==> src/cdfs_pkg.sv <==
// cdfs_pkg: shared widths, register indexes, format and mode codes and
// geometry types for the crop / decimate / flip pixel sampler.
// No dependencies.
package cdfs_pkg;

   // default largest frame dimension
   localparam int MAX_DIM_DEFAULT = 4096;

   // payload and register widths
   localparam int PIXEL_W    = 32;
   localparam int COLOR_W    = 8;
   localparam int COORD_W    = 12;
   localparam int DIM_CFG_W  = 13;
   localparam int CROP_W     = 12;
   localparam int DEC_W      = 16;
   localparam int CTRL_W     = 7;
   localparam int STEP_W     = 8;
   localparam int FMT_W      = 3;
   localparam int FLIP_W     = 2;
   localparam int MODE_W     = 2;

   // configuration port
   localparam int CSR_INDEX_W = 3;
   localparam int CSR_DATA_W  = 16;

   localparam logic [CSR_INDEX_W-1:0] REG_FRAME_WIDTH  = 3'd0;
   localparam logic [CSR_INDEX_W-1:0] REG_FRAME_HEIGHT = 3'd1;
   localparam logic [CSR_INDEX_W-1:0] REG_CROP_LEFT    = 3'd2;
   localparam logic [CSR_INDEX_W-1:0] REG_CROP_RIGHT   = 3'd3;
   localparam logic [CSR_INDEX_W-1:0] REG_CROP_TOP     = 3'd4;
   localparam logic [CSR_INDEX_W-1:0] REG_CROP_BOTTOM  = 3'd5;
   localparam logic [CSR_INDEX_W-1:0] REG_DECIMATION   = 3'd6;
   localparam logic [CSR_INDEX_W-1:0] REG_CONTROL      = 3'd7;

   // register reset values
   localparam logic [DIM_CFG_W-1:0] FRAME_WIDTH_RESET  = 13'd640;
   localparam logic [DIM_CFG_W-1:0] FRAME_HEIGHT_RESET = 13'd480;
   localparam logic [DEC_W-1:0]     DECIMATION_RESET   = 16'd2056;

   // pixel formats
   localparam logic [FMT_W-1:0] FMT_RGB24 = 3'd0;
   localparam logic [FMT_W-1:0] FMT_BGR24 = 3'd1;
   localparam logic [FMT_W-1:0] FMT_RGB32 = 3'd2;
   localparam logic [FMT_W-1:0] FMT_BGR32 = 3'd3;
   localparam logic [FMT_W-1:0] FMT_BGR16 = 3'd4;

   // 3D video modes
   localparam logic [MODE_W-1:0] MODE_SBS = 2'd1;
   localparam logic [MODE_W-1:0] MODE_TAB = 2'd2;

   // flip control bits
   localparam int FLIP_ROWS_BIT = 0;
   localparam int FLIP_COLS_BIT = 1;

   // control register fields
   localparam int CTRL_FMT_LSB  = 0;
   localparam int CTRL_FLIP_LSB = 3;
   localparam int CTRL_MODE_LSB = 5;

   // geometry sequencer states
   typedef enum logic [1:0] {
      GEOM_LOAD,
      GEOM_DIVIDE,
      GEOM_READY
   } geom_state_type;

   // geometry sequencer controls
   typedef struct packed {
      logic load;
      logic step;
      logic ready;
   } geom_ctrl_type;

   typedef struct packed {
      logic [COLOR_W-1:0] red;
      logic [COLOR_W-1:0] green;
      logic [COLOR_W-1:0] blue;
   } rgb_type;

   // unpack one raw pixel word into 8-bit components
   function automatic rgb_type unpack_pixel(input logic [FMT_W-1:0] fmt,
                                            input logic [PIXEL_W-1:0] px);
      rgb_type c;
      logic [7:0] b0;
      logic [7:0] b1;
      logic [7:0] b2;
      b0 = px[7:0];
      b1 = px[15:8];
      b2 = px[23:16];
      c = '0;
      case (fmt)
         FMT_RGB24, FMT_RGB32: begin
            c.red = b0;
            c.green = b1;
            c.blue = b2;
         end
         FMT_BGR24, FMT_BGR32: begin
            c.blue = b0;
            c.green = b1;
            c.red = b2;
         end
         FMT_BGR16: begin
            c.blue = {b0[4:0], 3'b000};
            c.green = {b1[2:0], b0[7:5], 2'b00};
            c.red = {b1[7:3], 3'b000};
         end
         default: begin
            c = '0;
         end
      endcase
      return c;
   endfunction

endpackage

==> src/cdfs_ifs.sv <==
// cdfs_req_if / cdfs_rsp_if: valid/ready channels of the pixel sampler.
// Depends on cdfs_pkg for payload widths.
interface cdfs_req_if;
   logic                          valid;
   logic                          ready;
   logic [cdfs_pkg::PIXEL_W-1:0]  pixel_bytes;
   logic                          frame_start;

   modport source (output valid, output pixel_bytes, output frame_start, input ready);
   modport sink (input valid, input pixel_bytes, input frame_start, output ready);
endinterface

interface cdfs_rsp_if;
   logic                          valid;
   logic                          ready;
   logic [cdfs_pkg::COLOR_W-1:0]  red;
   logic [cdfs_pkg::COLOR_W-1:0]  green;
   logic [cdfs_pkg::COLOR_W-1:0]  blue;
   logic [cdfs_pkg::COORD_W-1:0]  dest_x;
   logic [cdfs_pkg::COORD_W-1:0]  dest_y;
   logic                          frame_last;

   modport source (output valid, output red, output green, output blue, output dest_x,
                   output dest_y, output frame_last, input ready);
   modport sink (input valid, input red, input green, input blue, input dest_x,
                 input dest_y, input frame_last, output ready);
endinterface

==> src/crop_decimate_flip_rgb_sampler_core.sv <==
// crop_decimate_flip_rgb_sampler_core: crops, decimates, flips and converts
// a raster pixel stream to 8-bit RGB. Depends on cdfs_pkg and cdfs_ifs.
//
// Usage:
//   req_ch carries one raw source pixel word per transfer, in raster order,
//   with frame_start set on the first pixel of each frame. rsp_ch carries
//   one sampled RGB pixel with its destination column and row and a mark on
//   the last output pixel of the frame. Pixels outside the crop window or off
//   the decimation grid produce no transfer on rsp_ch.
//   The csr_ port writes one register per cycle; the values take effect at
//   the next frame start.
//   A pixel accepted on req_ch waits in the input register, then is sampled
//   and registered into the result register that drives rsp_ch.
//   Throughput: one pixel per cycle unless rsp_ch stalls or the geometry is
//   being recomputed; set by the single input and result registers.
//   The output size per frame needs a division by the decimation step; a
//   shared-timing serial divider (one quotient bit per cycle, two lanes for
//   width and height) recomputes it after reset and after every register
//   write, and req_ch is not ready while it runs.
//   Reset restores the register defaults and clears all counters; no output
//   is produced until the first frame start.
//   When rsp_ch stalls the result is held, one more pixel is taken into the
//   input register, and then req_ch drops ready until the result moves.
module crop_decimate_flip_rgb_sampler_core #(
   parameter int MAX_DIM = cdfs_pkg::MAX_DIM_DEFAULT
) (
   input  logic                              clock,
   input  logic                              reset,
   cdfs_req_if.sink                          req_ch,
   cdfs_rsp_if.source                        rsp_ch,
   input  logic                              csr_write_en,
   input  logic [cdfs_pkg::CSR_INDEX_W-1:0]  csr_index,
   input  logic [cdfs_pkg::CSR_DATA_W-1:0]   csr_write_data
);

   localparam int DW    = $clog2(MAX_DIM + 1);
   localparam int AW    = ((DW > cdfs_pkg::DIM_CFG_W) ? DW : cdfs_pkg::DIM_CFG_W) + 3;
   localparam int NW    = AW - 1;
   localparam int CNT_W = $clog2(NW + 1);
   localparam int SW    = cdfs_pkg::STEP_W;
   localparam logic [DW-1:0] MAX_DIM_D = DW'(MAX_DIM);
   localparam logic [NW-1:0] MAX_DIM_N = NW'(MAX_DIM);

   // configuration registers
   logic [cdfs_pkg::DIM_CFG_W-1:0] frame_width_ff;
   logic [cdfs_pkg::DIM_CFG_W-1:0] frame_height_ff;
   logic [cdfs_pkg::CROP_W-1:0]    crop_left_ff;
   logic [cdfs_pkg::CROP_W-1:0]    crop_right_ff;
   logic [cdfs_pkg::CROP_W-1:0]    crop_top_ff;
   logic [cdfs_pkg::CROP_W-1:0]    crop_bottom_ff;
   logic [cdfs_pkg::DEC_W-1:0]     decimation_ff;
   logic [cdfs_pkg::CTRL_W-1:0]    control_ff;

   // configuration write
   always_ff @(posedge clock) begin
      if (reset) begin
         frame_width_ff <= cdfs_pkg::FRAME_WIDTH_RESET;
         frame_height_ff <= cdfs_pkg::FRAME_HEIGHT_RESET;
         crop_left_ff <= '0;
         crop_right_ff <= '0;
         crop_top_ff <= '0;
         crop_bottom_ff <= '0;
         decimation_ff <= cdfs_pkg::DECIMATION_RESET;
         control_ff <= '0;
      end else if (csr_write_en) begin
         case (csr_index)
            cdfs_pkg::REG_FRAME_WIDTH:  frame_width_ff <= csr_write_data[cdfs_pkg::DIM_CFG_W-1:0];
            cdfs_pkg::REG_FRAME_HEIGHT: frame_height_ff <= csr_write_data[cdfs_pkg::DIM_CFG_W-1:0];
            cdfs_pkg::REG_CROP_LEFT:    crop_left_ff <= csr_write_data[cdfs_pkg::CROP_W-1:0];
            cdfs_pkg::REG_CROP_RIGHT:   crop_right_ff <= csr_write_data[cdfs_pkg::CROP_W-1:0];
            cdfs_pkg::REG_CROP_TOP:     crop_top_ff <= csr_write_data[cdfs_pkg::CROP_W-1:0];
            cdfs_pkg::REG_CROP_BOTTOM:  crop_bottom_ff <= csr_write_data[cdfs_pkg::CROP_W-1:0];
            cdfs_pkg::REG_DECIMATION:   decimation_ff <= csr_write_data[cdfs_pkg::DEC_W-1:0];
            cdfs_pkg::REG_CONTROL:      control_ff <= csr_write_data[cdfs_pkg::CTRL_W-1:0];
            default: begin
            end
         endcase
      end
   end

   // frame geometry from the registers
   logic signed [AW-1:0] w_s, h_s, cl_s, cr_s, ct_s, cb_s, hd_s, vd_s;
   logic signed [AW-1:0] num_x, num_y;
   logic [SW-1:0]        hd, vd;
   logic [cdfs_pkg::MODE_W-1:0] mode;
   logic [NW-1:0]        dividend_x, dividend_y;
   logic [AW-1:0]        first_col, first_row;

   always_comb begin
      mode = control_ff[cdfs_pkg::CTRL_MODE_LSB +: cdfs_pkg::MODE_W];
      w_s = AW'(frame_width_ff);
      if (frame_width_ff == '0) begin
         w_s = AW'(1);
      end else if (w_s > AW'(MAX_DIM)) begin
         w_s = AW'(MAX_DIM);
      end
      h_s = AW'(frame_height_ff);
      if (frame_height_ff == '0) begin
         h_s = AW'(1);
      end else if (h_s > AW'(MAX_DIM)) begin
         h_s = AW'(MAX_DIM);
      end
      hd = (decimation_ff[SW-1:0] == '0) ? SW'(1) : decimation_ff[SW-1:0];
      vd = (decimation_ff[2*SW-1:SW] == '0) ? SW'(1) : decimation_ff[2*SW-1:SW];
      hd_s = AW'(hd);
      vd_s = AW'(vd);
      cl_s = AW'(crop_left_ff);
      cr_s = AW'(crop_right_ff);
      ct_s = AW'(crop_top_ff);
      cb_s = AW'(crop_bottom_ff);
      // 3D halves one axis
      if (mode == cdfs_pkg::MODE_SBS) begin
         cr_s = (w_s >>> 1) + (cr_s >>> 1);
         cl_s = cl_s >>> 1;
      end else if (mode == cdfs_pkg::MODE_TAB) begin
         cb_s = (h_s >>> 1) + (cb_s >>> 1);
         ct_s = ct_s >>> 1;
      end
      num_x = w_s - cl_s - cr_s - (hd_s >>> 1) + hd_s - AW'(1);
      num_y = h_s - ct_s - cb_s - (vd_s >>> 1) + vd_s - AW'(1);
      dividend_x = (num_x > AW'(0)) ? num_x[NW-1:0] : '0;
      dividend_y = (num_y > AW'(0)) ? num_y[NW-1:0] : '0;
      first_col = AW'(cl_s + (hd_s >>> 1));
      first_row = AW'(ct_s + (vd_s >>> 1));
   end

   // geometry sequencer
   cdfs_pkg::geom_state_type geom_state_ff, geom_state_in;
   cdfs_pkg::geom_ctrl_type  geom_ctrl;
   logic [CNT_W-1:0]         div_cnt_ff, div_cnt_in;

   always_comb begin
      geom_state_in = geom_state_ff;
      case (geom_state_ff)
         cdfs_pkg::GEOM_LOAD:   geom_state_in = cdfs_pkg::GEOM_DIVIDE;
         cdfs_pkg::GEOM_DIVIDE: begin
            if (div_cnt_ff == CNT_W'(NW - 1)) begin
               geom_state_in = cdfs_pkg::GEOM_READY;
            end
         end
         cdfs_pkg::GEOM_READY:  geom_state_in = cdfs_pkg::GEOM_READY;
         default:               geom_state_in = cdfs_pkg::GEOM_LOAD;
      endcase
      if (csr_write_en) begin
         geom_state_in = cdfs_pkg::GEOM_LOAD;
      end
   end

   always_comb begin
      geom_ctrl = '0;
      case (geom_state_ff)
         cdfs_pkg::GEOM_LOAD:   geom_ctrl.load = 1'b1;
         cdfs_pkg::GEOM_DIVIDE: geom_ctrl.step = 1'b1;
         cdfs_pkg::GEOM_READY:  geom_ctrl.ready = 1'b1;
         default:               geom_ctrl = '0;
      endcase
   end

   assign div_cnt_in = geom_ctrl.step ? div_cnt_ff + CNT_W'(1) : '0;

   always_ff @(posedge clock) begin
      if (reset) begin
         geom_state_ff <= cdfs_pkg::GEOM_LOAD;
         div_cnt_ff <= '0;
      end else begin
         geom_state_ff <= geom_state_in;
         div_cnt_ff <= div_cnt_in;
      end
   end

   // latched geometry and serial divider, lane 0 width, lane 1 height
   logic [DW-1:0]               geo_w_ff;
   logic [SW-1:0]               geo_hstep_ff, geo_vstep_ff;
   logic [AW-1:0]               geo_first_col_ff, geo_first_row_ff;
   logic [cdfs_pkg::FMT_W-1:0]  geo_format_ff;
   logic [cdfs_pkg::FLIP_W-1:0] geo_flip_ff;
   logic [NW-1:0]               div_q_ff [2];
   logic [NW-1:0]               div_q_in [2];
   logic [SW-1:0]               div_rem_ff [2];
   logic [SW-1:0]               div_rem_in [2];
   logic [SW-1:0]               div_den [2];
   logic [SW:0]                 div_trial [2];
   logic [DW-1:0]               geo_size [2];

   assign div_den[0] = geo_hstep_ff;
   assign div_den[1] = geo_vstep_ff;

   // one restoring step per lane, then the size cap
   always_comb begin
      for (int l = 0; l < 2; l++) begin
         div_trial[l] = {div_rem_ff[l], div_q_ff[l][NW-1]};
         if (div_trial[l] >= {1'b0, div_den[l]}) begin
            div_rem_in[l] = SW'(div_trial[l] - {1'b0, div_den[l]});
            div_q_in[l] = {div_q_ff[l][NW-2:0], 1'b1};
         end else begin
            div_rem_in[l] = div_trial[l][SW-1:0];
            div_q_in[l] = {div_q_ff[l][NW-2:0], 1'b0};
         end
         geo_size[l] = (div_q_ff[l] > MAX_DIM_N) ? MAX_DIM_D : div_q_ff[l][DW-1:0];
      end
   end

   always_ff @(posedge clock) begin
      if (geom_ctrl.load) begin
         geo_w_ff <= w_s[DW-1:0];
         geo_hstep_ff <= hd;
         geo_vstep_ff <= vd;
         geo_first_col_ff <= first_col;
         geo_first_row_ff <= first_row;
         geo_format_ff <= control_ff[cdfs_pkg::CTRL_FMT_LSB +: cdfs_pkg::FMT_W];
         geo_flip_ff <= control_ff[cdfs_pkg::CTRL_FLIP_LSB +: cdfs_pkg::FLIP_W];
         div_q_ff[0] <= dividend_x;
         div_q_ff[1] <= dividend_y;
         div_rem_ff[0] <= '0;
         div_rem_ff[1] <= '0;
      end else if (geom_ctrl.step) begin
         div_q_ff <= div_q_in;
         div_rem_ff <= div_rem_in;
      end
   end

   // input register and transfer control
   logic                          in_v_ff, in_v_in;
   logic [cdfs_pkg::PIXEL_W-1:0]  in_px_ff;
   logic                          in_fs_ff;
   logic                          out_v_ff, out_v_in;
   logic                          advance;
   logic                          req_take;
   logic                          hit;

   assign advance  = in_v_ff && geom_ctrl.ready && (!out_v_ff || rsp_ch.ready);
   assign req_ch.ready = geom_ctrl.ready && (!in_v_ff || advance);
   assign req_take = req_ch.valid && req_ch.ready;
   assign in_v_in  = req_take ? 1'b1 : (advance ? 1'b0 : in_v_ff);

   always_comb begin
      out_v_in = out_v_ff;
      if (advance) begin
         out_v_in = hit;
      end else if (rsp_ch.ready) begin
         out_v_in = 1'b0;
      end
   end

   always_ff @(posedge clock) begin
      if (reset) begin
         in_v_ff <= 1'b0;
         out_v_ff <= 1'b0;
      end else begin
         in_v_ff <= in_v_in;
         out_v_ff <= out_v_in;
      end
   end

   always_ff @(posedge clock) begin
      if (req_take) begin
         in_px_ff <= req_ch.pixel_bytes;
         in_fs_ff <= req_ch.frame_start;
      end
   end

   // frame counters and latched frame settings
   logic [DW-1:0]               src_col_ff, src_row_ff, out_col_ff, out_row_ff;
   logic [AW-1:0]               next_col_ff, next_row_ff;
   logic [SW-1:0]               lat_hstep_ff, lat_vstep_ff;
   logic [AW-1:0]               lat_first_col_ff;
   logic [cdfs_pkg::FMT_W-1:0]  lat_format_ff;
   logic [cdfs_pkg::FLIP_W-1:0] lat_flip_ff;
   logic [DW-1:0]               lat_width_ff, out_width_ff, out_height_ff;

   // current view, with frame start applied
   logic [DW-1:0]               cur_src_col, cur_src_row, cur_out_col, cur_out_row;
   logic [AW-1:0]               cur_next_col, cur_next_row;
   logic [SW-1:0]               cur_hstep, cur_vstep;
   logic [AW-1:0]               cur_first_col;
   logic [cdfs_pkg::FMT_W-1:0]  cur_format;
   logic [cdfs_pkg::FLIP_W-1:0] cur_flip;
   logic [DW-1:0]               cur_lat_width, cur_out_width, cur_out_height;

   always_comb begin
      if (in_fs_ff) begin
         cur_src_col = '0;
         cur_src_row = '0;
         cur_out_col = '0;
         cur_out_row = '0;
         cur_next_col = geo_first_col_ff;
         cur_next_row = geo_first_row_ff;
         cur_hstep = geo_hstep_ff;
         cur_vstep = geo_vstep_ff;
         cur_first_col = geo_first_col_ff;
         cur_format = geo_format_ff;
         cur_flip = geo_flip_ff;
         cur_lat_width = geo_w_ff;
         cur_out_width = geo_size[0];
         cur_out_height = geo_size[1];
      end else begin
         cur_src_col = src_col_ff;
         cur_src_row = src_row_ff;
         cur_out_col = out_col_ff;
         cur_out_row = out_row_ff;
         cur_next_col = next_col_ff;
         cur_next_row = next_row_ff;
         cur_hstep = lat_hstep_ff;
         cur_vstep = lat_vstep_ff;
         cur_first_col = lat_first_col_ff;
         cur_format = lat_format_ff;
         cur_flip = lat_flip_ff;
         cur_lat_width = lat_width_ff;
         cur_out_width = out_width_ff;
         cur_out_height = out_height_ff;
      end
   end

   // sampling decision and counter updates
   logic                row_hit;
   logic                line_end;
   logic                frame_last;
   logic [DW-1:0]       dest_x, dest_y;
   logic [DW-1:0]       src_col_in, src_row_in, out_col_in, out_row_in;
   logic [AW-1:0]       next_col_in, next_row_in;
   cdfs_pkg::rgb_type   rgb;

   assign row_hit = (cur_out_row < cur_out_height) && (AW'(cur_src_row) == cur_next_row);
   assign hit = row_hit && (cur_out_col < cur_out_width) && (AW'(cur_src_col) == cur_next_col);
   assign line_end = (cur_lat_width != '0) &&
                     (({1'b0, cur_src_col} + (DW + 1)'(1)) >= {1'b0, cur_lat_width});

   always_comb begin
      src_col_in = cur_src_col;
      src_row_in = cur_src_row;
      out_col_in = cur_out_col;
      out_row_in = cur_out_row;
      next_col_in = cur_next_col;
      next_row_in = cur_next_row;
      if (hit) begin
         out_col_in = cur_out_col + DW'(1);
         next_col_in = cur_next_col + AW'(cur_hstep);
      end
      if (line_end) begin
         src_col_in = '0;
         if (cur_src_row < MAX_DIM_D) begin
            src_row_in = cur_src_row + DW'(1);
         end
         if (row_hit) begin
            out_row_in = cur_out_row + DW'(1);
            next_row_in = cur_next_row + AW'(cur_vstep);
         end
         out_col_in = '0;
         next_col_in = cur_first_col;
      end else if (cur_lat_width != '0) begin
         src_col_in = cur_src_col + DW'(1);
      end
   end

   always_ff @(posedge clock) begin
      if (reset) begin
         src_col_ff <= '0;
         src_row_ff <= '0;
         out_col_ff <= '0;
         out_row_ff <= '0;
         next_col_ff <= '0;
         next_row_ff <= '0;
         lat_hstep_ff <= '0;
         lat_vstep_ff <= '0;
         lat_first_col_ff <= '0;
         lat_format_ff <= '0;
         lat_flip_ff <= '0;
         lat_width_ff <= '0;
         out_width_ff <= '0;
         out_height_ff <= '0;
      end else if (advance) begin
         src_col_ff <= src_col_in;
         src_row_ff <= src_row_in;
         out_col_ff <= out_col_in;
         out_row_ff <= out_row_in;
         next_col_ff <= next_col_in;
         next_row_ff <= next_row_in;
         lat_hstep_ff <= cur_hstep;
         lat_vstep_ff <= cur_vstep;
         lat_first_col_ff <= cur_first_col;
         lat_format_ff <= cur_format;
         lat_flip_ff <= cur_flip;
         lat_width_ff <= cur_lat_width;
         out_width_ff <= cur_out_width;
         out_height_ff <= cur_out_height;
      end
   end

   // result payload: color, mirrored position, last mark
   assign rgb = cdfs_pkg::unpack_pixel(cur_format, in_px_ff);
   assign dest_x = cur_flip[cdfs_pkg::FLIP_COLS_BIT] ?
                   (cur_out_width - DW'(1) - cur_out_col) : cur_out_col;
   assign dest_y = cur_flip[cdfs_pkg::FLIP_ROWS_BIT] ?
                   (cur_out_height - DW'(1) - cur_out_row) : cur_out_row;
   assign frame_last = ((cur_out_row + DW'(1)) == cur_out_height) &&
                       ((cur_out_col + DW'(1)) == cur_out_width);

   logic [cdfs_pkg::COLOR_W-1:0] rsp_red_ff, rsp_green_ff, rsp_blue_ff;
   logic [cdfs_pkg::COORD_W-1:0] rsp_dest_x_ff, rsp_dest_y_ff;
   logic                         rsp_frame_last_ff;

   always_ff @(posedge clock) begin
      if (advance && hit) begin
         rsp_red_ff <= rgb.red;
         rsp_green_ff <= rgb.green;
         rsp_blue_ff <= rgb.blue;
         rsp_dest_x_ff <= cdfs_pkg::COORD_W'(dest_x);
         rsp_dest_y_ff <= cdfs_pkg::COORD_W'(dest_y);
         rsp_frame_last_ff <= frame_last;
      end
   end

   assign rsp_ch.valid = out_v_ff;
   assign rsp_ch.red = rsp_red_ff;
   assign rsp_ch.green = rsp_green_ff;
   assign rsp_ch.blue = rsp_blue_ff;
   assign rsp_ch.dest_x = rsp_dest_x_ff;
   assign rsp_ch.dest_y = rsp_dest_y_ff;
   assign rsp_ch.frame_last = rsp_frame_last_ff;

endmodule
==> src/flat_wrapper.sv <==
// flat-port wrapper written by rule: the top's interface ports become plain ports
module crop_decimate_flip_rgb_sampler_core_flat 
#(
   parameter int MAX_DIM = cdfs_pkg::MAX_DIM_DEFAULT
)
  (clock, reset, csr_write_en, csr_index, csr_write_data, req_ch_valid, req_ch_pixel_bytes, req_ch_frame_start, req_ch_ready, rsp_ch_valid, rsp_ch_red, rsp_ch_green, rsp_ch_blue, rsp_ch_dest_x, rsp_ch_dest_y, rsp_ch_frame_last, rsp_ch_ready);
  cdfs_req_if req_ch_i ();
  cdfs_rsp_if rsp_ch_i ();
  input  logic clock;
  input  logic reset;
  input  logic csr_write_en;
  input  logic [cdfs_pkg::CSR_INDEX_W-1:0] csr_index;
  input  logic [cdfs_pkg::CSR_DATA_W-1:0] csr_write_data;
  input wire logic [$bits(req_ch_i.valid)-1:0] req_ch_valid;
  input wire logic [$bits(req_ch_i.pixel_bytes)-1:0] req_ch_pixel_bytes;
  input wire logic [$bits(req_ch_i.frame_start)-1:0] req_ch_frame_start;
  output wire logic [$bits(req_ch_i.ready)-1:0] req_ch_ready;
  output wire logic [$bits(rsp_ch_i.valid)-1:0] rsp_ch_valid;
  output wire logic [$bits(rsp_ch_i.red)-1:0] rsp_ch_red;
  output wire logic [$bits(rsp_ch_i.green)-1:0] rsp_ch_green;
  output wire logic [$bits(rsp_ch_i.blue)-1:0] rsp_ch_blue;
  output wire logic [$bits(rsp_ch_i.dest_x)-1:0] rsp_ch_dest_x;
  output wire logic [$bits(rsp_ch_i.dest_y)-1:0] rsp_ch_dest_y;
  output wire logic [$bits(rsp_ch_i.frame_last)-1:0] rsp_ch_frame_last;
  input wire logic [$bits(rsp_ch_i.ready)-1:0] rsp_ch_ready;
  assign req_ch_i.valid = req_ch_valid;
  assign req_ch_i.pixel_bytes = req_ch_pixel_bytes;
  assign req_ch_i.frame_start = req_ch_frame_start;
  assign req_ch_ready = req_ch_i.ready;
  assign rsp_ch_valid = rsp_ch_i.valid;
  assign rsp_ch_red = rsp_ch_i.red;
  assign rsp_ch_green = rsp_ch_i.green;
  assign rsp_ch_blue = rsp_ch_i.blue;
  assign rsp_ch_dest_x = rsp_ch_i.dest_x;
  assign rsp_ch_dest_y = rsp_ch_i.dest_y;
  assign rsp_ch_frame_last = rsp_ch_i.frame_last;
  assign rsp_ch_i.ready = rsp_ch_ready;
  crop_decimate_flip_rgb_sampler_core #(.MAX_DIM(MAX_DIM)) u_core (.clock(clock), .reset(reset), .req_ch(req_ch_i), .rsp_ch(rsp_ch_i), .csr_write_en(csr_write_en), .csr_index(csr_index), .csr_write_data(csr_write_data));
endmodule
==> config.mk <==
export PLATFORM = sky130hd
export DESIGN_NAME = crop_decimate_flip_rgb_sampler_core_flat
export DESIGN_NICKNAME = d
export VERILOG_FILES = /design/src/cdfs_pkg.sv /design/src/cdfs_ifs.sv /design/src/crop_decimate_flip_rgb_sampler_core.sv /design/src/flat_wrapper.sv
export SDC_FILE = /design/constraint.sdc
export NUM_CORES = 1
export LEC_CHECK = 0
export BUFFER_PORTS_ARGS = -buffer_cell sky130_fd_sc_hd__buf_2
export CORE_MARGIN = 2
export CORE_UTILIZATION = 50
export CTS_BUF_LIST = sky130_fd_sc_hd__clkbuf_8 sky130_fd_sc_hd__clkbuf_16
export CTS_CLUSTER_SIZE = 10
export DETAILED_ROUTE_END_ITERATION = 6
export PLACE_DENSITY = 0.67
export SYNTH_ARGS = -nofsm -noshare
export SYNTH_HDL_FRONTEND = slang
export SYNTH_SLANG_ARGS = --single-unit
==> constraint.sdc <==
create_clock -name clock -period 11.4 [get_ports clock]
set_input_delay 1.71 -clock clock [delete_from_list [all_inputs] [get_ports clock]]
set_output_delay 1.71 -clock clock [all_outputs]
set_load 0.05 [all_outputs]
# Word level (Yosys, flattened, before mapping)
# Cells that the tools add are included.
# classes
addsub,28
magnitude_cmp,12
eq_ne,21
muxes,60
bitwise,1
n_reduce_logical,37
# ops
operator,n
two-way mux 13 bit,21
two-way mux 16 bit,11
one-hot mux 24 bit (3 select lines),1
two-way mux 30 bit,2
adder 13 x 1 -> 13 bit (second input constant),4
adder 16 x 8 -> 16 bit,3
two-way mux 12 bit,4
two-way mux 8 bit,6
adder 16 x 9 -> 16 bit,2
equality test 13 x 16 -> 1 bit,2
greater-than comparator 16 x 1 -> 1 bit (second input constant),2
subtractor 16 bit,2
subtractor 16 x 2 -> 16 bit (second input constant),2
subtractor 16 x 8 -> 16 bit,2
greater-than comparator 15 x 13 -> 1 bit (second input constant),2
two-way mux 15 bit,2
adder 12 x 11 -> 13 bit,2
equality test 13 bit,2
greater-than comparator 13 bit (second input constant),2
logical NOT 13 bit,2
< comparator 13 bit,2
subtractor 12 x 1 -> 12 bit (second input constant),2
subtractor 12 bit,2
greater-or-equal comparator 9 x 8 -> 1 bit,2
30 further kinds,75
# word_totals
regBits,451
out_inout_bits,51
word_cells,204

# Logic depth before layout (Yosys ltp)
# Gate-level depths: netlist of the first run.
# depth
ltp_word,13
mapped_depth,28

# Least setup slack after synthesis of the first run
# OpenSTA, ideal clock, no wires.
# synth_path
path_type,register to register
from,register u_core.control_ff[6] (netlist bit)
to,"register u_core.div_q_ff[19] (netlist bit), data pin"
t_arrival_ns,5.838
required_time_ns,11.126
slack_ns,5.288
stages_incl_launch_ff,27
path_buffers,3
path_cell_list,dfxtp_1 nand2b_1 clkbuf_1 clkbuf_1 nand2_1 nand2_1 ha_1 inv_1 fa_1 a21o_1 a21oi_1 nor2b_1 o21a_1 nor2_1 xor2_1 fa_1 fa_1 inv_1 ha_1 or3_1 o32a_1 a41oi_1 a21oi_1 a21oi_1 a2bb2oi_1 clkbuf_1 o22ai_1
# synth_between
elab_chain_len,10
elab_cells_between_ends,11
cone_classes,add/sub (5); order compare (1); eq/ne (1); mux (4)
# synth_lines
item,line_no,text
"start, declared",crop_decimate_flip_rgb_sampler_core.sv:52,logic [cdfs_pkg::CTRL_W-1:0] control_ff;
"start signal, assigned",crop_decimate_flip_rgb_sampler_core.sv:74,cdfs_pkg::REG_CONTROL: control_ff <= csr_write_data[cdfs_pkg::CTRL_W-1:0];
equality test 2 x 1 -> 1 bit (*),crop_decimate_flip_rgb_sampler_core.sv:112,if (mode == cdfs_pkg::MODE_SBS) begin
two-way mux 12 bit,crop_decimate_flip_rgb_sampler_core.sv:112,
subtractor 13 x 12 -> 14 bit,crop_decimate_flip_rgb_sampler_core.sv:119,num_x = w_s - cl_s - cr_s - (hd_s >>> 1) + hd_s - AW'(1);
subtractor 16 bit (*),crop_decimate_flip_rgb_sampler_core.sv:119,
subtractor 16 x 8 -> 16 bit (*),crop_decimate_flip_rgb_sampler_core.sv:119,
adder 16 x 9 -> 16 bit (*),crop_decimate_flip_rgb_sampler_core.sv:119,
subtractor 16 x 2 -> 16 bit (*),crop_decimate_flip_rgb_sampler_core.sv:119,
greater-than comparator 16 x 1 -> 1 bit,crop_decimate_flip_rgb_sampler_core.sv:121,dividend_x = (num_x > AW'(0)) ? num_x[NW-1:0] : '0;
two-way mux 15 bit (*),crop_decimate_flip_rgb_sampler_core.sv:121,
two-way mux 30 bit (*),crop_decimate_flip_rgb_sampler_core.sv:204,if (geom_ctrl.load) begin
"end signal, assigned",crop_decimate_flip_rgb_sampler_core.sv:217,div_q_ff <= div_q_in;
"end, declared",crop_decimate_flip_rgb_sampler_core.sv:177,logic [NW-1:0] div_q_ff [2];
# Every way passes the cells marked *; elsewhere a longest branch is shown, timed or not.
# A chain may end at the register's enable or synchronous reset.

# Worst setup path after layout of the first run
# layout_path
from,register u_core.frame_width_ff[12] (netlist bit)
to,"register u_core.div_q_ff[22] (netlist bit), data pin"
# layout_between
elab_chain_len,12
elab_cells_between_ends,14
cone_classes,add/sub (6); order compare (2); mux (5); reduce/logical (1)
# layout_lines
item,line_no,text
"start, declared",crop_decimate_flip_rgb_sampler_core.sv:45,logic [cdfs_pkg::DIM_CFG_W-1:0] frame_width_ff;
"start signal, assigned",crop_decimate_flip_rgb_sampler_core.sv:57,frame_width_ff <= cdfs_pkg::FRAME_WIDTH_RESET;
"start signal, assigned",crop_decimate_flip_rgb_sampler_core.sv:67,cdfs_pkg::REG_FRAME_WIDTH: frame_width_ff <= csr_write_data[cdfs_pkg::DIM_CFG_W-1:0];
greater-than comparator 13 bit,crop_decimate_flip_rgb_sampler_core.sv:94,end else if (w_s > AW'(MAX_DIM)) begin
two-way mux 13 bit,crop_decimate_flip_rgb_sampler_core.sv:94,
two-way mux 13 bit (*),crop_decimate_flip_rgb_sampler_core.sv:92,if (frame_width_ff == '0) begin
via u_core.w_s[1],crop_decimate_flip_rgb_sampler_core.sv:82,"logic signed [AW-1:0] w_s, h_s, cl_s, cr_s, ct_s, cb_s, hd_s, vd_s;"
adder 12 x 11 -> 13 bit,crop_decimate_flip_rgb_sampler_core.sv:113,cr_s = (w_s >>> 1) + (cr_s >>> 1);
two-way mux 16 bit,crop_decimate_flip_rgb_sampler_core.sv:112,
subtractor 16 bit (*),crop_decimate_flip_rgb_sampler_core.sv:119,
subtractor 16 x 8 -> 16 bit (*),crop_decimate_flip_rgb_sampler_core.sv:119,
adder 16 x 9 -> 16 bit (*),crop_decimate_flip_rgb_sampler_core.sv:119,
subtractor 16 x 2 -> 16 bit (*),crop_decimate_flip_rgb_sampler_core.sv:119,
greater-than comparator 16 x 1 -> 1 bit,crop_decimate_flip_rgb_sampler_core.sv:121,
two-way mux 15 bit (*),crop_decimate_flip_rgb_sampler_core.sv:121,
two-way mux 30 bit (*),crop_decimate_flip_rgb_sampler_core.sv:204,
# The timed path passes the listed nets; every way through them passes the cells marked *.

==> summary.md, run 1 <==
| Metric | Value |
|---|---|
| Synth area leaders | `dfxtp_1 (20%), edfxtp_1 (17%), ha_1 (8.8%)` |
| Total grt overflow | `0` |
| Detailed-route DRC error count | `2` |
| DR WL/cell | `approximately 20 µm` |
| Flop pwr share | `41.8%` |
| DR pass1 iterations | `7` |
| Initial Util | `between 50 and 60%` |
| Slew HR | `21.79%` |
| I/O Pins | `approximately 110` |
| Clock root buffer | `clkbuf_16` |
| Slew @ Worst Pin | `~1.2 ns` |
| Crit path time final | `just under 7 ns` |
| Antenna Cells | `0` |
| Crit path max-delay family | `compound AO/OA/AOI/OAI gates` |
| Clock slew at reported path FFs | `roughly 0.06 ns` |
| Slowest CP cell | `a2bb2oi_1` |
| Fmax | `approximately 0.14 GHz` |
| Worst-Skew Late Latency | `about 0.63 ns` |
| Port Buffers | `99` |
| Setup-failing EPs final | `0` |
| Crit path max fanout | `20` |
| Crit path launch type | `flop` |
| FF-to-FF Start | `u_core.frame_width_ff[12]` |
| Cell count after synthesis | `3287` |
| Final Cycle Share | `~61%` |
| Critical path launch point | `u_core.frame_width_ff[12]` |
| Min-Delay Path Class | `reg2reg` |
| Synth area leader | `dfxtp_1` |
| Critical path buffers and inverters | `3` |
| Most Frequent Cell on Critical Path | `fa_1` |
| TritonCTS clock tree | `yes` |
| Sw frac | `a little under a third` |
| Largest net degree at the start of global routing | `approximately 100` |
| Worst endpoint data arrival time | `7.22 ns` |
| Setup TNS | `0 ns` |
| Total GRT Usage | `26.50%` |
| Cell variety after synth | `about 80` |
| Detailed router's first-iteration violation count | `approximately 2400` |
| VDD IR max | `0.0001167 V` |
| Die area | `between 50000 and 60000 µm²` |
| Mapped Area | `28450 µm²` |
| Final instance area | `31100 µm²` |
| Postcts setup bufs | `0` |
| Worst path cell trace | `buf_4 -> nor2b_1 -> ha_1 -> inv_1 -> fa_1 -> nor2b_1 -> o21ai_0 -> a21boi_0 -> o21ai_0 -> nand2_1 -> nor2_1 -> o31ai_1 -> fa_1 -> fa_1 -> inv_1 -> ha_1 -> or3_1 -> o32a_1 -> a41oi_1 -> a21oi_1 -> a21oi_1 -> a2bb2oi_1 -> o22ai_1` |
| Layout Utilization | `a little under three fifths` |
| RSZ-0062 raised after global routing | `no` |
| Post-Syn Nets | `3597` |
| Share of cells above drive strength 1 | `8.115%` |
| CTS max path bufs | `3` |
| Critical Path End Type | `flop` |
| Clock Power Share | `between 30 and 40%` |
| Status | `complete, but fails checks` |
| Initial antenna violation count | `0` |
| Fraction of registers with async set/reset | `0%` |
| Hold Slack | `approximately 0.45 ns` |
| Routed Antenna Nets | `0` |
| Overall power | `between 4000 and 5000 µW` |
| Mean area per synthesized cell | `8.656 µm²` |
| Routability Congestion | `0.8933` |
| Layout overhead on the synthesized area | `9.301%` |
| Placed Area | `29460 µm²` |
| CTS Buf Count | `53` |
| Most used DFF post-synth | `dfxtp_1` |
| Yosys top cell area share | `19.77%` |
| FF+latch count, synth | `~450` |
| DR vias | `around 24000` |
| Vias in the first global route | `between 20000 and 25000` |
| Pwr dens | `approximately 140 nW/µm²` |
| Post-synthesis sequential area ratio | `37.08%` |
| Max incr delay on CP | `a little over 0.9 ns` |
| Core Area | `between 50000 and 60000 µm²` |
| Post-DP HPWL | `slightly below 60000 µm` |
| H-tree lvl count | `2` |
| Endpoints failing hold | `0` |
| Leakage | `0.01272 µW` |
| EDFF count, synth | `164` |
| Clk sinks | `between 400 and 500` |
| Combinational power share | `22.8%` |
| First-pass GRT wire length | `roughly 130000 µm` |
| P_sw | `1418 µW` |
| Min-delay src | `u_core.control_ff[1]` |
| Die Ht | `242.5 µm` |
| Clk_skew | `0.03020 ns` |
| Resized cells post-CTS | `0` |
| WP data required | `about 12 ns` |
| Number of max-cap violations | `0` |
| Cell-internal power | `3077 µW` |
| Vias/cell | `a little under 6` |
| Detailed Route WL | `80030 µm` |
| Die width | `242.5 µm` |
| Num rows | `a little under 90` |
| Failing checks | `DRC` |
| Fin. max-slew vios | `0` |
| CP Class | `reg2reg` |
| Nets | `between 3000 and 4000` |
| Hold buffer count at cts | `0` |
| Yosys warns | `0` |
## sequential cells by signal (all words and copies together), names as in the netlist, 13 cells and up
signal and cells:
u_core.decimation_ff 16, u_core.div_q_ff 30, u_core.div_rem_ff 16, u_core.frame_height_ff 13, u_core.frame_width_ff 13, u_core.geo_first_col_ff 13, u_core.geo_first_row_ff 13, u_core.geo_w_ff 13
u_core.in_px_ff 24, u_core.lat_first_col_ff 16, u_core.lat_width_ff 13, u_core.next_col_ff 16, u_core.next_row_ff 16, u_core.out_col_ff 13, u_core.out_height_ff 13, u_core.out_row_ff 13
u_core.out_width_ff 13, u_core.src_col_ff 13, u_core.src_row_ff 13
## per-layer routing
metal | track usage, % | up-vias | routed length [µm]
met5 | 0 | - | 0
met4 | 8.479 | 0 | 2596
met3 | 3.467 | 160 | 4823
met2 | 43.62 | 801 | 37270
met1 | 36.14 | 11670 | 35330
li1 | - | 11580 | -
## worst paths after layout
kind | end | slack [ns] | cells past startpoint
min reg2reg | u_core.geo_format_ff[1] | 0.45 | 0
max reg2reg | u_core.div_q_ff[22] | 4.49 | 23
max | u_core.div_q_ff[22] | 4.49 | 23
min | u_core.geo_format_ff[1] | 0.45 | 0
## synth_stat cells (41+ instances only)
library cell / number
nand2_1: 437
dfxtp_1: 281
inv_1: 269
a21oi_1: 245
nor2_1: 232
ha_1: 199
edfxtp_1: 164
clkbuf_1: 142
o21ai_0: 140
nand3_1: 91
xnor2_1: 91
mux2i_1: 88
nor3_1: 72
xor2_1: 58
fa_1: 54
a22oi_1: 53
o22ai_1: 52
nor2b_1: 48
a211oi_1: 46
mux2_2: 41
## stage by stage
| step | setup slack [ns] | cells |
|---|---|---|
| 2_1_floorplan | 5.288 | 3287 |
| 3_3_place_gp | 4.637 | 3991 |
| 3_5_place_dp | 4.450 | 3991 |
| 4_1_cts | 4.454 | 4083 |
| 5_1_grt | 4.020 | 4083 |
| 6_report | 4.485 | 4083 |
## cell usage in the layout, fill, tap and decap left out, types with 46 or more instances in the layout
| cell | n |
|---|---|
| a22oi_1 | 53 |
| xnor2_1 | 91 |
| inv_1 | 291 |
| nor2_1 | 231 |
| buf_2 | 98 |
| dfxtp_1 | 281 |
| nand3_1 | 90 |
| o22ai_1 | 52 |
| clkbuf_16 | 54 |
| nor3_1 | 71 |
| mux2i_1 | 87 |
| a211oi_1 | 46 |
| ha_1 | 198 |
| fa_1 | 54 |
| nand2_1 | 436 |
| a21oi_1 | 245 |
| o21ai_0 | 140 |
| nor2b_1 | 48 |
| xor2_1 | 58 |
| edfxtp_1 | 164 |
## cell type report
cell class | instances | area [µm²]
clock buffers | 62 | 1461
repair buffers | 128 | 719.4
multi-input cells | 2393 | 16240
inverters | 269 | 1010
clock inverters | 30 | 172.7
flip-flops and latches | 445 | 10550
well taps | 756 | 945.9
fillers | 5071 | 25180
## cell families after synthesis
group,after synthesis,synth area share (%)
AOI/OAI and AO/OA,767,17.14
xor gates and xnor gates,150,4.666
adders and majority gates,253,12.55
buffers and inverters,449,6.025
DFF,445,37.08
muxes,129,4.719
and+or+nand+nor,1094,17.82
## power groups by stage
stage          clock network [µW]  logic, µW  registers (µW)
6_report                     1590       1020            1880
5_1_grt                      1690       1130            1890
4_1_cts                      1630       1010            1870
3_5_place_dp                    0       1000            1910
3_3_place_gp                    0        974            1900
2_1_floorplan                   0        763            1840
(Power assumes the default switching activity.)
==> run 2: changes to the inputs <==
--- a/config.mk
+++ b/config.mk
@@ -11,7 +11,7 @@
 export CTS_BUF_LIST = sky130_fd_sc_hd__clkbuf_8 sky130_fd_sc_hd__clkbuf_16
 export CTS_CLUSTER_SIZE = 10
 export DETAILED_ROUTE_END_ITERATION = 6
-export PLACE_DENSITY = 0.67
+export PLACE_DENSITY = 0.69
 export SYNTH_ARGS = -nofsm -noshare
 export SYNTH_HDL_FRONTEND = slang
 export SYNTH_SLANG_ARGS = --single-unit
==> constraint.sdc (replaced) <==
create_clock -name clock -period 6.23 [get_ports clock]
set_input_delay 0.9345 -clock clock [delete_from_list [all_inputs] [get_ports clock]]
set_output_delay 0.9345 -clock clock [all_outputs]
set_load 0.05 [all_outputs]
==> run 2 against run 1 <==
Net effect: the flow now finishes without violations; die area unchanged; sequential share of layout area fell by 0.087 points; final area is 0.26% higher; via count up 0.19%; fmax up 18%; largest power group unchanged.
==> summary.md, run 2 (synthesis results as in run 1) <==
| Metric | Value |
|---|---|
| Status | `finished clean (was complete, but fails checks)` |
| DR pass1 iterations | `6 (was 7)` |
| Clk sinks | `445 (unchanged)` |
| Number of max-cap violations | `0 (unchanged)` |
| Max incr delay on CP | `0.51 ns (was 0.93 ns)` |
| Most frequent cells in the layout | `nand2_1 (436), inv_1 (299), dfxtp_1 (281) (was nand2_1 (436), inv_1 (291), dfxtp_1 (281))` |
| Critical path buffers and inverters | `4 (was 3)` |
| Crit path launch type | `flop (unchanged)` |
| TritonCTS clock tree | `yes (unchanged)` |
| CTS max path bufs | `3 (unchanged)` |
| Layout overhead on the synthesized area | `9.583% (was 9.301%)` |
| Antenna Cells | `0 (unchanged)` |
| Largest net degree at the start of global routing | `99 (was 103)` |
| Share of cells above drive strength 1 | `8.383% (was 8.115%)` |
| Routability Congestion | `0.9154 (was 0.8933)` |
| Clock slew at reported path FFs | `0.06 ns (about the same)` |
| Worst endpoint data arrival time | `6.22 ns (was 7.22 ns)` |
| I/O Pins | `108 (unchanged)` |
| Core Area | `56280 µm² (unchanged)` |
| Clk_skew | `0.01780 ns (was 0.03020 ns)` |
| CTS Buf Count | `52 (was 53)` |
| Fin. max-slew vios | `0 (unchanged)` |
| Vias in the first global route | `23360 (was 23410)` |
| Hold buffer count at cts | `0 (unchanged)` |
| Min-Delay Path Class | `reg2reg (unchanged)` |
| Biggest register | `u_core.div_q_ff (unchanged)` |
| VDD IR max | `0.0002470 V (was 0.0001167 V)` |
| Initial Util | `50.55% (unchanged)` |
| Die area | `58830 µm² (unchanged)` |
| Hold Path Depth | `2 (was 0)` |
| Crit path time final | `5.885 ns (was 6.915 ns)` |
| Clock root buffer | `clkbuf_16 (unchanged)` |
| Port Buffers | `99 (unchanged)` |
| Nets | `3612 (was 3600)` |
| FF-to-FF Start | `u_core.frame_height_ff[1] (was u_core.frame_width_ff[12])` |
| Fmax | `0.1699 GHz (was 0.1446 GHz)` |
| Setup TNS | `0 ns (unchanged)` |
| Hold path endpoint | `u_core.crop_bottom_ff[0] (was u_core.geo_format_ff[1])` |
| Slew @ Worst Pin | `1.176 ns (was 1.170 ns)` |
| Initial antenna violation count | `0 (unchanged)` |
| Total GRT Usage | `26.53% (was 26.50%)` |
| Routed Antenna Nets | `0 (unchanged)` |
| Worst-Skew Late Latency | `0.62 ns (was 0.63 ns)` |
| Critical Path End Type | `flop (unchanged)` |
| Min-delay src | `u_core.crop_bottom_ff[0] (was u_core.control_ff[1])` |
| Postcts setup bufs | `0 (unchanged)` |
| DR vias | `24260 (was 24210)` |
| R2r setup slk | `0.35 ns (was 4.49 ns)` |
| R2R cell count | `25 (was 23)` |
| Pwr dens | `261.6 nW/µm² (was 144.6 nW/µm²)` |
| Worst r2r dst | `u_core.div_q_ff[4] (was u_core.div_q_ff[22])` |
| Setup-failing EPs final | `0 (unchanged)` |
| CP Class | `reg2reg (unchanged)` |
| Vias/cell | `5.922 (was 5.929)` |
| First-pass GRT wire length | `126100 µm (was 126200 µm)` |
| Final Cycle Share | `94.45% (was 60.66%)` |
| Leakage | `0.01279 µW (was 0.01272 µW)` |
| Num rows | `87 (unchanged)` |
| Detailed Route WL | `79900 µm (was 80030 µm)` |
| Slew HR | `21.32% (was 21.79%)` |
| Number of flip-flops in the largest register | `30 (unchanged)` |
| Fill cells | `5026 (was 5071)` |
| Crit path max fanout | `13 (was 20)` |
| Detailed router's first-iteration violation count | `2190 (was 2363)` |
| Crit path max-delay family | `adder cells (was compound AO/OA/AOI/OAI gates)` |
| Die width | `242.5 µm (unchanged)` |
| Detailed-route DRC error count | `0 (was 2)` |
| Overall power | `8155 µW (was 4495 µW)` |
| DR WL/cell | `19.51 µm (was 19.60 µm)` |
| Die Ht | `242.5 µm (unchanged)` |
| RSZ-0062 raised after global routing | `no (unchanged)` |
| Slowest CP cell | `fa_1 (was a2bb2oi_1)` |
| H-tree lvl count | `2 (unchanged)` |
| Total grt overflow | `0 (unchanged)` |
| Most Frequent Cell on Critical Path | `fa_1 (unchanged)` |
| Post-DP HPWL | `58570 µm (was 58720 µm)` |
| WP data required | `6.56 ns (was 11.71 ns)` |
| Endpoints failing hold | `0 (unchanged)` |
| Biggest registers after layout | `u_core.div_q_ff: 30 flops, u_core.in_px_ff: 24 flops (unchanged)` |
| Commonest non-fill, non-tap cell in the layout | `nand2_1 (unchanged)` |
## run 2: how the worst max path moves through the flow
stage | start | endpoint | slack [ns] | depth (start not counted)
3_5_place_dp | u_core.frame_height_ff[1] | u_core.div_q_ff[4] | 0.23 | 24
2_1_floorplan | u_core.control_ff[6] | u_core.div_q_ff[19] | 0.12 | 26
6_report | u_core.frame_height_ff[1] | u_core.div_q_ff[4] | 0.35 | 25
5_1_grt | u_core.control_ff[5] | u_core.div_q_ff[20] | 0.009 | 25
4_1_cts | u_core.frame_height_ff[1] | u_core.div_q_ff[4] | 0.21 | 24
3_3_place_gp | u_core.frame_height_ff[1] | u_core.div_q_ff[0] | 0.32 | 24
## run 2: power by group
part / total [µW] / switching (µW) / leakage [µW] / internal, µW
registers: 3430 / 212 / 0.00392 / 3220
clock network: 2820 / 1230 / 0.000877 / 1590
logic: 1900 / 1120 / 0.00800 / 774
total: 8150 / 2570 / 0.0128 / 5580
## run 2: area by class of cell
class | instances | area [µm²] | share of cell area, %
Clock inverter | 37 | 200.2 | 0.6421
Timing Repair Buffer | 141 | 854.6 | 2.741
Clock buffer | 55 | 1354 | 4.342
Inverter | 269 | 1010 | 3.239
Sequential cell | 445 | 10550 | 33.84
Multi-Input combinational cell | 2393 | 16260 | 52.16
Tap cell | 756 | 945.9 | 3.034
## run 2: timing repair
| action | in CTS | in global routing |
|---|---|---|
| endpoints found under the setup margin | 0 | 27 |
| resized for setup | 0 | 9 |
| endpoints found under the hold margin | 0 | 0 |
## run 2: per-layer routing
metal	wire, µm	share of wire, %	vias to the layer above	global-route usage [%]
li1	-	-	11620	-
met1	35890	45	11700	36.24
met2	36660	46	762	42.85
met3	4381	5.5	174	3.279
met4	2968	3.7	0	10.38
met5	0	0	-	0
## run 2: tightest hold or removal path: stages, from the launching register on
cell and delay [ns]:
dfxtp_1 0.30, nand2_1 0.05, a21oi_1 0.05
## run 2: through the flow
stage | cell area [µm²] | setup slack, ns | instances | hold slack, ns | util, %
after global placement | 29600 | 0.3170 | 4004 | 0.4389 | 52.59
after detailed placement | 29600 | 0.2258 | 4004 | 0.4458 | 52.59
final | 31180 | 0.3455 | 4096 | 0.4533 | 55.40
after CTS | 31150 | 0.2074 | 4096 | 0.4535 | 55.35
after global routing | 31180 | 0.008597 | 4096 | 0.4684 | 55.40
after floorplan | 28450 | 0.1177 | 3287 | 0.4081 | -
==> run 3: changes to the inputs <==
--- a/config.mk
+++ b/config.mk
@@ -12,6 +12,7 @@
 export CTS_CLUSTER_SIZE = 10
 export DETAILED_ROUTE_END_ITERATION = 6
 export PLACE_DENSITY = 0.69
+export RECOVER_POWER = 25
 export SYNTH_ARGS = -nofsm -noshare
 export SYNTH_HDL_FRONTEND = slang
 export SYNTH_SLANG_ARGS = --single-unit
==> run 3 against run 2 <==
Net effect: the run now ends with capacitance limit, slew limit left; clock skew grew 0.00076 ns; count of clock-buffer cells in the layout is the same; global-route usage is the same; sequential power is essentially flat; utilization is essentially flat; routed wire length is essentially flat; power is essentially flat; hold slack lost 0.0014 ns; die area is the same; critical path type unchanged; highest routed layer unchanged.
==> summary.md, run 3 (synthesis results as in run 1) <==
| Metric | Value |
|---|---|
| Detailed router's first-iteration violation count | `2033 (was 2190)` |
| Post-DP HPWL | `58570 µm (unchanged)` |
| Clk sinks | `445 (unchanged)` |
| DR pass1 iterations | `7 (was 6)` |
| Detailed Route WL | `79980 µm (was 79900 µm)` |
| Pwr dens | `261.7 nW/µm² (was 261.6 nW/µm²)` |
| CTS max path bufs | `3 (unchanged)` |
| R2R cell count | `25 (unchanged)` |
| CTS Buf Count | `52 (unchanged)` |
| M1 wire length | `35810 µm (was 35890 µm)` |
| Leakage | `0.01278 µW (was 0.01279 µW)` |
| TritonCTS clock tree | `yes (unchanged)` |
| FF-to-FF Start | `u_core.frame_height_ff[1] (unchanged)` |
| Num rows | `87 (unchanged)` |
| Total GRT Usage | `26.53% (unchanged)` |
| Biggest register | `u_core.div_q_ff (unchanged)` |
| Fin. max-slew vios | `200 (was 0)` |
| Status | `complete, but fails checks (was finished clean)` |
| Max Used Layer | `met4 (unchanged)` |
| DR WL/cell | `19.53 µm (was 19.51 µm)` |
| Worst r2r dst | `u_core.div_q_ff[0] (was u_core.div_q_ff[4])` |
| Crit path time final | `5.889 ns (was 5.885 ns)` |
| Placed Area | `29600 µm² (unchanged)` |
| Number of flip-flops in the largest register | `30 (unchanged)` |
| CP Class | `reg2reg (unchanged)` |
| Total grt overflow | `0 (unchanged)` |
| Critical Path End Type | `flop (unchanged)` |
| Register Area | `10550 µm² (unchanged)` |
| Initial Util | `50.55% (unchanged)` |
| Vias/cell | `5.948 (was 5.922)` |
| Failing checks | `capacitance limit, slew limit` |
| Largest net degree at the start of global routing | `99 (unchanged)` |
| Setup-failing EPs final | `0 (unchanged)` |
| Routability Congestion | `0.9154 (unchanged)` |
| Worst endpoint data arrival time | `6.20 ns (was 6.22 ns)` |
| Crit path max fanout | `13 (unchanged)` |
| H-tree lvl count | `2 (unchanged)` |
| Area of the multi-input gates | `16260 µm² (unchanged)` |
| Setup TNS | `0 ns (unchanged)` |
| DR vias | `24360 (was 24260)` |
| Final instance area | `31160 µm² (was 31180 µm²)` |
| Overall power | `8156 µW (was 8155 µW)` |
| Met3 wire length | `4488 µm (was 4381 µm)` |
| Layout overhead on the synthesized area | `9.530% (was 9.583%)` |
| Number of max-cap violations | `3 (was 0)` |
| Endpoints failing hold | `0 (unchanged)` |
| Postcts setup bufs | `0 (unchanged)` |
| Antenna Cells | `0 (unchanged)` |
| Die area | `58830 µm² (unchanged)` |
| WP data required | `6.54 ns (was 6.56 ns)` |
| Initial antenna violation count | `0 (unchanged)` |
| Vias in the first global route | `23360 (unchanged)` |
| Clock slew at reported path FFs | `0.06 ns (about the same)` |
| Hold buffer count at cts | `0 (unchanged)` |
| Most frequent cells in the layout | `nand2_1 (436), inv_1 (299), dfxtp_1 (281) (unchanged)` |
| Clock root buffer | `clkbuf_16 (unchanged)` |
| VDD IR max | `0.0002486 V (was 0.0002470 V)` |
| Fmax | `0.1698 GHz (was 0.1699 GHz)` |
| Hold Path Depth | `2 (unchanged)` |
| R2r setup slk | `0.34 ns (was 0.35 ns)` |
| Hold path endpoint | `u_core.crop_bottom_ff[0] (unchanged)` |
| Biggest registers after layout | `u_core.div_q_ff: 30 flops, u_core.in_px_ff: 24 flops (unchanged)` |
| Min-delay src | `u_core.crop_bottom_ff[0] (unchanged)` |
| Commonest non-fill, non-tap cell in the layout | `nand2_1 (unchanged)` |
| Die width | `242.5 µm (unchanged)` |
| Slew HR | `-87.02% (was 21.32%)` |
| Detailed-route DRC error count | `0 (unchanged)` |
| Fill cells | `5028 (was 5026)` |
| Final Cycle Share | `94.52% (was 94.45%)` |
| RSZ-0062 raised after global routing | `no (unchanged)` |
| Layout Utilization | `55.37% (was 55.40%)` |
| Place WS | `0.2258 ns (unchanged)` |
| Share of cells above drive strength 1 | `8.263% (was 8.383%)` |
| Setup WS post-layout | `0.3414 ns (was 0.3455 ns)` |
| Min-Delay Path Class | `reg2reg (unchanged)` |
| Slew @ Worst Pin | `2.805 ns (was 1.176 ns)` |
| Nets | `3612 (unchanged)` |
| First-pass GRT wire length | `126100 µm (unchanged)` |
| Routed Antenna Nets | `0 (unchanged)` |
| Port Buffers | `99 (unchanged)` |
| I/O Pins | `108 (unchanged)` |
| Core Area | `56280 µm² (unchanged)` |
| Die Ht | `242.5 µm (unchanged)` |
| Worst-Skew Late Latency | `0.62 ns (about the same)` |
| Crit path launch type | `flop (unchanged)` |
| Clk_skew | `0.01856 ns (was 0.01780 ns)` |
| DR WL met2 | `36720 µm (was 36660 µm)` |
## run 3: timing repair
action,4_1_cts,5_1_grt
setup endpoints to repair,0,27
hold endpoints to repair,0,0
gates resized for setup,0,9
## run 3: layout make-up
cell class | count | share of cell area [%]
well taps | 756 | 3.035
clock inverters | 37 | 0.6424
repair buffers | 141 | 2.694
flip-flops and latches | 445 | 33.86
clock buffers | 55 | 4.344
inverters | 269 | 3.240
multi-input cells | 2393 | 52.19
## run 3: critical path, cell delays in order (launching register included)
cell,delay [ns]
dfxtp_1,0.32
nor2b_1,0.19
ha_1,0.23
fa_1,0.41
a21o_1,0.21
a21oi_2,0.17
o21bai_1,0.11
a21oi_2,0.19
xnor2_1,0.13
o21ai_0,0.12
fa_1,0.51
inv_1,0.05
fa_1,0.50
inv_1,0.05
fa_1,0.50
inv_1,0.04
ha_1,0.34
a21o_1,0.19
a21oi_1,0.19
o31ai_2,0.12
nor3_1,0.19
o32ai_2,0.14
o21a_1,0.20
o21ai_0,0.17
buf_4,0.22
o22ai_1,0.09
## run 3: worst max path at each step
stage	depth (start not counted)	to	startpoint	slack, ns
final	25	u_core.div_q_ff[0]	u_core.frame_height_ff[1]	0.34
after global routing	25	u_core.div_q_ff[20]	u_core.control_ff[5]	0.009
after CTS	24	u_core.div_q_ff[4]	u_core.frame_height_ff[1]	0.21
after detailed placement	24	u_core.div_q_ff[4]	u_core.frame_height_ff[1]	0.23
after global placement	24	u_core.div_q_ff[0]	u_core.frame_height_ff[1]	0.32
after floorplan	26	u_core.div_q_ff[19]	u_core.control_ff[6]	0.12
## run 3: metal layers
layer / vias up / GRT usage [%]
met4: 0 / 10.38
met5: - / 0
met3: 172 / 3.279
li1: 11630 / -
met1: 11760 / 36.24
met2: 804 / 42.85
## run 3: per-stage QoR
| step | hold WS (ns) | std cells |
|---|---|---|
| final | 0.4519 | 4096 |
| after global routing | 0.4684 | 4096 |
| after CTS | 0.4535 | 4096 |
| after detailed placement | 0.4458 | 4004 |
| after global placement | 0.4389 | 4004 |
| after floorplan | 0.4081 | 3287 |
## run 3: power by group
group          total [µW]  switching [µW]  internal [µW]
combinational        1900            1130            773
sequential           3430             213           3220
clock                2830            1240           1590
total                8160            2570           5580
